$ cat src/rtl/pmid_pkg.sv
// shared constants and types for the periodic minimum image distance block
`default_nettype none
package pmid_pkg;
	localparam int COORD_WIDTH_DEF = 21;
	localparam int LAT_W = 63;
	localparam int DIST_W = 22;
	localparam int CLAMP_W = 23;
	localparam int SQ_W = 45;
	localparam int SUM_W = 47;
	localparam int RAD_W = 48;
	localparam int ROOT_W = 24;
	localparam int REM_W = 26;
	localparam int NUM_IMG = 27;
	localparam logic [DIST_W-1:0] DIST_MAX = '1;
	localparam int ADDR_W = 5;

	typedef enum logic [1:0] {
		REG_LAT_A = 2'd0,
		REG_LAT_B = 2'd1,
		REG_LAT_C = 2'd2,
		REG_CUTOFF = 2'd3
	} reg_idx_t;

	typedef struct packed {
		logic en;
		logic vld;
	} pipe_ctl_t;
endpackage
`default_nettype wire

$ cat src/rtl/pmid_isqrt.sv
// pipelined integer square root, two radicand bits per stage
`default_nettype none
module pmid_isqrt (
	input  wire                      clk,
	input  wire                      arst_n,
	input  pmid_pkg::pipe_ctl_t      ctl,
	input  wire [pmid_pkg::RAD_W-1:0] rad,
	output logic                     out_vld,
	output logic [pmid_pkg::ROOT_W-1:0] root
);
	import pmid_pkg::*;

	logic              vld_s  [0:ROOT_W];
	logic [RAD_W-1:0]  rad_s  [0:ROOT_W];
	logic [REM_W-1:0]  rem_s  [0:ROOT_W];
	logic [ROOT_W-1:0] root_s [0:ROOT_W];

	assign vld_s[0]  = ctl.vld;
	assign rad_s[0]  = rad;
	assign rem_s[0]  = '0;
	assign root_s[0] = '0;

	for (genvar j = 0; j < ROOT_W; j++) begin : g_stage
		logic [REM_W+1:0] rem_ext;
		logic [REM_W+1:0] trial;
		logic             take;
		assign rem_ext = {rem_s[j], rad_s[j][RAD_W-1 -: 2]};
		assign trial   = (REM_W+2)'({root_s[j], 2'b01});
		assign take    = rem_ext >= trial;

		always_ff @(posedge clk or negedge arst_n) begin
			if (!arst_n) begin
				vld_s[j+1] <= 1'b0;
			end else if (ctl.en) begin
				vld_s[j+1] <= vld_s[j];
			end
		end

		always_ff @(posedge clk) begin
			if (ctl.en) begin
				rad_s[j+1] <= {rad_s[j][RAD_W-3:0], 2'b00};
				if (take) begin
					rem_s[j+1]  <= REM_W'(rem_ext - trial);
					root_s[j+1] <= {root_s[j][ROOT_W-2:0], 1'b1};
				end else begin
					rem_s[j+1]  <= REM_W'(rem_ext);
					root_s[j+1] <= {root_s[j][ROOT_W-2:0], 1'b0};
				end
			end
		end
	end

	assign out_vld = vld_s[ROOT_W];
	assign root    = root_s[ROOT_W];
endmodule
`default_nettype wire

$ cat config.mk
export PLATFORM = sky130hd
export DESIGN_NAME = pmid_isqrt
export DESIGN_NICKNAME = d
export VERILOG_FILES = /design/src/rtl/pmid_pkg.sv /design/src/rtl/pmid_isqrt.sv
export SDC_FILE = /design/constraint.sdc
export NUM_CORES = 2
export LEC_CHECK = 0
export ABC_AREA = 1
export ABC_CLOCK_PERIOD_IN_PS = 2930
export BUFFER_PORTS_ARGS = -buffer_cell sky130_fd_sc_hd__buf_2
export CAP_MARGIN = 0
export CORE_MARGIN = 2
export CORE_UTILIZATION = 45
export CTS_BUF_LIST = sky130_fd_sc_hd__clkbuf_4 sky130_fd_sc_hd__clkbuf_8
export CTS_CLUSTER_SIZE = 28
export DETAILED_ROUTE_END_ITERATION = 10
export HOLD_SLACK_MARGIN = 0.15
export PLACE_DENSITY = 0.68
export SYNTH_ARGS = -nofsm -noshare
export SYNTH_HDL_FRONTEND = slang
export SYNTH_SLANG_ARGS = --single-unit
export TNS_END_PERCENT = 1
$ cat constraint.sdc
create_clock -name clk -period 2.93 [get_ports clk]
set_input_delay 0.586 -clock clk [delete_from_list [all_inputs] [get_ports clk]]
set_output_delay 0.586 -clock clk [all_outputs]
set_load 0.005 [all_outputs]
==> impl_metrics.py <==
metrics = {
    "outcome": {
        "status": "finished clean",
    },
    "global_routing": {
        "overflow": 0,
        "grt_pass1_wl_um": 300000,
        "grt_pass1_vias": 55400,
        "grt_max_degree": 107,
        "grt_usage": 0.215,
        "antenna_found_initial": 2,
    },
    "power_and_ir_drop": {
        "pwr_density_cell_mw_per_mm2": 641,
        "p_leak_nw": 39.0,
        "ir_drop_v": 0.000533,
    },
    "placement": {
        "dpl-instance-area_mm2": 0.0818,
        "place.gp.congestion": 0.945,
        "hpwl_um": 147000,
        "port_buffers": 76,
    },
    "yosys": {
        "syn_inst": 8718,
        "syn_area_per_cell_um2": 8.97,
        "synth_area_mm2": 0.0782,
        "syn_nets": 9095,
        "ys_warn_count": 0,
        "synth_seq_cells": 1426,
        "yosysUniqueCellTypes": 54,
        "ys_seq_area_frac": 0.546,
        "ys.flop_type": "edfxtp_1",
        "synth-edff-count": 1402,
        "async_flop_share": 0.0168,
    },
    "worst_setup_path": {
        "worstPathArrival_ns": 3.51,
        "crit_required_ns": 3.74,
        "rrSetupSlack_ns": 0.22,
        "end_kind": "flop",
        "cp-start-kind": "flop",
        "worstPathMaxFanout": 18,
        "path_class": "reg -> reg",
    },
    "sta": {
        "clock_skew_ns": 0.0715,
        "hold_viol": 0,
        "worstMarginPinSlew_ns": 1.01,
        "setup_viol": 0,
        "setup_tns_ns": 0,
        "drv_slew": 0,
        "fmax_mhz": 369,
        "rsz0062_at_grt": "false",
        "min_period_ns": 2.71,
        "slew_headroom": 0.322,
        "finalCritPeriodShare": 0.924,
    },
    "run": {
        "maxCapViolations": 0,
    },
    "clock_tree": {
        "cts_tree": "built",
        "root_buffer": "clkbuf_8",
        "cts_setup_buffers": 0,
        "clock_sinks": 1426,
        "clk_latency_ns": 1.00,
        "cts_resized": 0,
        "cts_hold_buffers": 53,
        "clk_pin_slew_ns": 0.06,
        "cts.path.max_buffers": 3,
        "h-tree-depth": 4,
        "cts_made_buffers": 230,
    },
    "layout": {
        "fin_area_mm2": 0.0871,
        "fin_util": 0.506,
        "finalNetCount": 9475,
        "area_delta_synth_final_pct": 11.5,
        "drive_gt1_frac": 0.0963,
        "fillers": 15900,
    },
    "route": {
        "via_per_inst": 4.98,
        "wl_per_cell_um": 16.4,
        "finalWirelength_um": 190000,
        "drt_iter0_drc": 4388,
        "drc": 0,
        "first_pass_iters": 8,
        "vias": 57800,
        "ant_nets": 0,
    },
    "floorplan": {
        "die_y_um": 421,
        "fp.coreArea_mm2": 0.172,
        "rows": 152,
        "dieArea_mm2": 0.177,
        "dieWidth_um": 421,
        "initial_core_util": 0.454,
        "io_pins": 77,
    },
    "hold_path": {
        "hold_class": "in -> reg",
    },
}
## cell families after synthesis
family                   after synthesis  synth area share
XOR/XNOR                             223            0.0250
other                                  1         0.0000480
AND/OR/NAND/NOR                     4441             0.239
adder cells (fa/ha/maj)              325            0.0520
buffers and inverters               1620            0.0836
AO/OA/AOI/OAI                        682            0.0538
flip-flops                          1426             0.546
## synth_stat cells (all sizes together), types with 21 or more instances
master / number / area (µm²)
edfxtp: 1402 / 42100
nor2: 774 / 3140
nand4: 145 / 907
o21bai: 21 / 165
inv: 1546 / 5820
dfrtp: 24 / 601
nand3b: 60 / 450
nor3: 71 / 377
o21ai: 291 / 1830
buf: 66 / 678
xor2: 100 / 876
nand3: 519 / 2720
nand2: 2823 / 10800
a21oi: 352 / 2070
xnor2: 123 / 1080
ha: 325 / 4070
## power breakdown
group / switching (W) / internal (W)
sequential: 0.00151 / 0.0250
clock: 0.00830 / 0.00953
combinational: 0.00753 / 0.00395
## sequential cells by signal (all words and copies together) (netlist names)
| signal | flops |
|---|---|
| vld_s | 23 |
| root | 24 |
| out_vld | 1 |
| g_stage.rem_ext | 596 |
| rad_s | 506 |
| g_stage.trial | 276 |
## worst max-delay path: stages (launching register included)
cell      delay (ns)
edfxtp_1        0.40
ha_1            0.37
nand2_1         0.12
nor2_1          0.05
a211oi_1        0.22
nand2_1         0.21
inv_1           0.10
ha_1            0.15
nand2_2         0.14
inv_1           0.37
nand2_1         0.24
o21ai_0         0.16
## final cells by class
cell class / count / area (µm²) / area share
Clock inverter: 139 / 1230 / 0.0141
Multi-Input combinational cell: 5672 / 28900 / 0.332
Sequential cell: 1426 / 42700 / 0.490
Antenna cell: 1 / 2.50 / 0.0000287
Tap cell: 2310 / 2890 / 0.0332
Inverter: 1548 / 5830 / 0.0669
Clock buffer: 285 / 3580 / 0.0411
Timing Repair Buffer: 220 / 1960 / 0.0225
## final timing paths
path,endpoint,cells past startpoint,startpoint
max,g_stage[3].rem_ext[25],11,g_stage[2].rem_ext[2]
min,rad_s[1116],2,rad[10]
max reg2reg,g_stage[3].rem_ext[25],11,g_stage[2].rem_ext[2]
min reg2reg,rad_s[880],0,rad_s[926]
max in group asynchronous,vld_s[1],3,arst_n
min in group asynchronous,vld_s[5],3,arst_n
## per-layer routing
| metal | wire [µm] | up-vias | part of all wire | GRT usage |
|---|---|---|---|---|
| met3 | 9790 | 319 | 0.051 | 0.0301 |
| met1 | 85000 | 26900 | 0.45 | 0.289 |
| met4 | 5120 | 0 | 0.027 | 0.0648 |
| met5 | 0 | - | 0 | 0 |
| li1 | - | 29100 | - | - |
| met2 | 90600 | 1529 | 0.48 | 0.362 |
## cell usage in the layout (no fill, tap or decap), drive strengths merged, types with 3 or more instances in the layout
| cell type | netlist | final |
|---|---|---|
| nand2 | 2823 | 2823 |
| xnor2 | 123 | 123 |
| o21a | 3 | 3 |
| o21ai | 291 | 291 |
| a21o | 3 | 3 |
| ha | 325 | 325 |
| o21bai | 21 | 21 |
| nand4 | 145 | 145 |
| nand3b | 60 | 60 |
| a21oi | 352 | 352 |
| a211oi | 4 | 4 |
| nor3b | 4 | 4 |
| buf | 66 | 167 |
| nor2 | 774 | 774 |
| o211ai | 3 | 3 |
| o2111ai | 3 | 3 |
| nor3 | 71 | 71 |
| dlygate4sd3 | 0 | 53 |
| clkinvlp | 0 | 4 |
| dfrtp | 24 | 24 |
| or2 | 19 | 19 |
| inv | 1546 | 1558 |
| bufinv | 0 | 15 |
| xor2 | 100 | 100 |
| and3 | 7 | 7 |
| clkbuf | 6 | 285 |
| and2 | 10 | 10 |
| clkinv | 2 | 110 |
| edfxtp | 1402 | 1402 |
| nor4 | 9 | 9 |
| nand3 | 519 | 519 |
## metrics by stage
| step | power, W | worst slack, ns | hold slack [ns] | instances |
|---|---|---|---|---|
| floorplan | 0.0343 | 0.728 | 0.290 | 8718 |
| global placement | 0.0381 | 0.328 | 0.401 | 11100 |
| detailed placement | 0.0383 | 0.273 | 0.405 | 11100 |
| CTS | 0.0564 | 0.235 | 0.173 | 11600 |
| global route | 0.0590 | 0.0895 | 0.218 | 11600 |
| finish | 0.0558 | 0.223 | 0.299 | 11600 |
(Power assumes the default switching activity.)
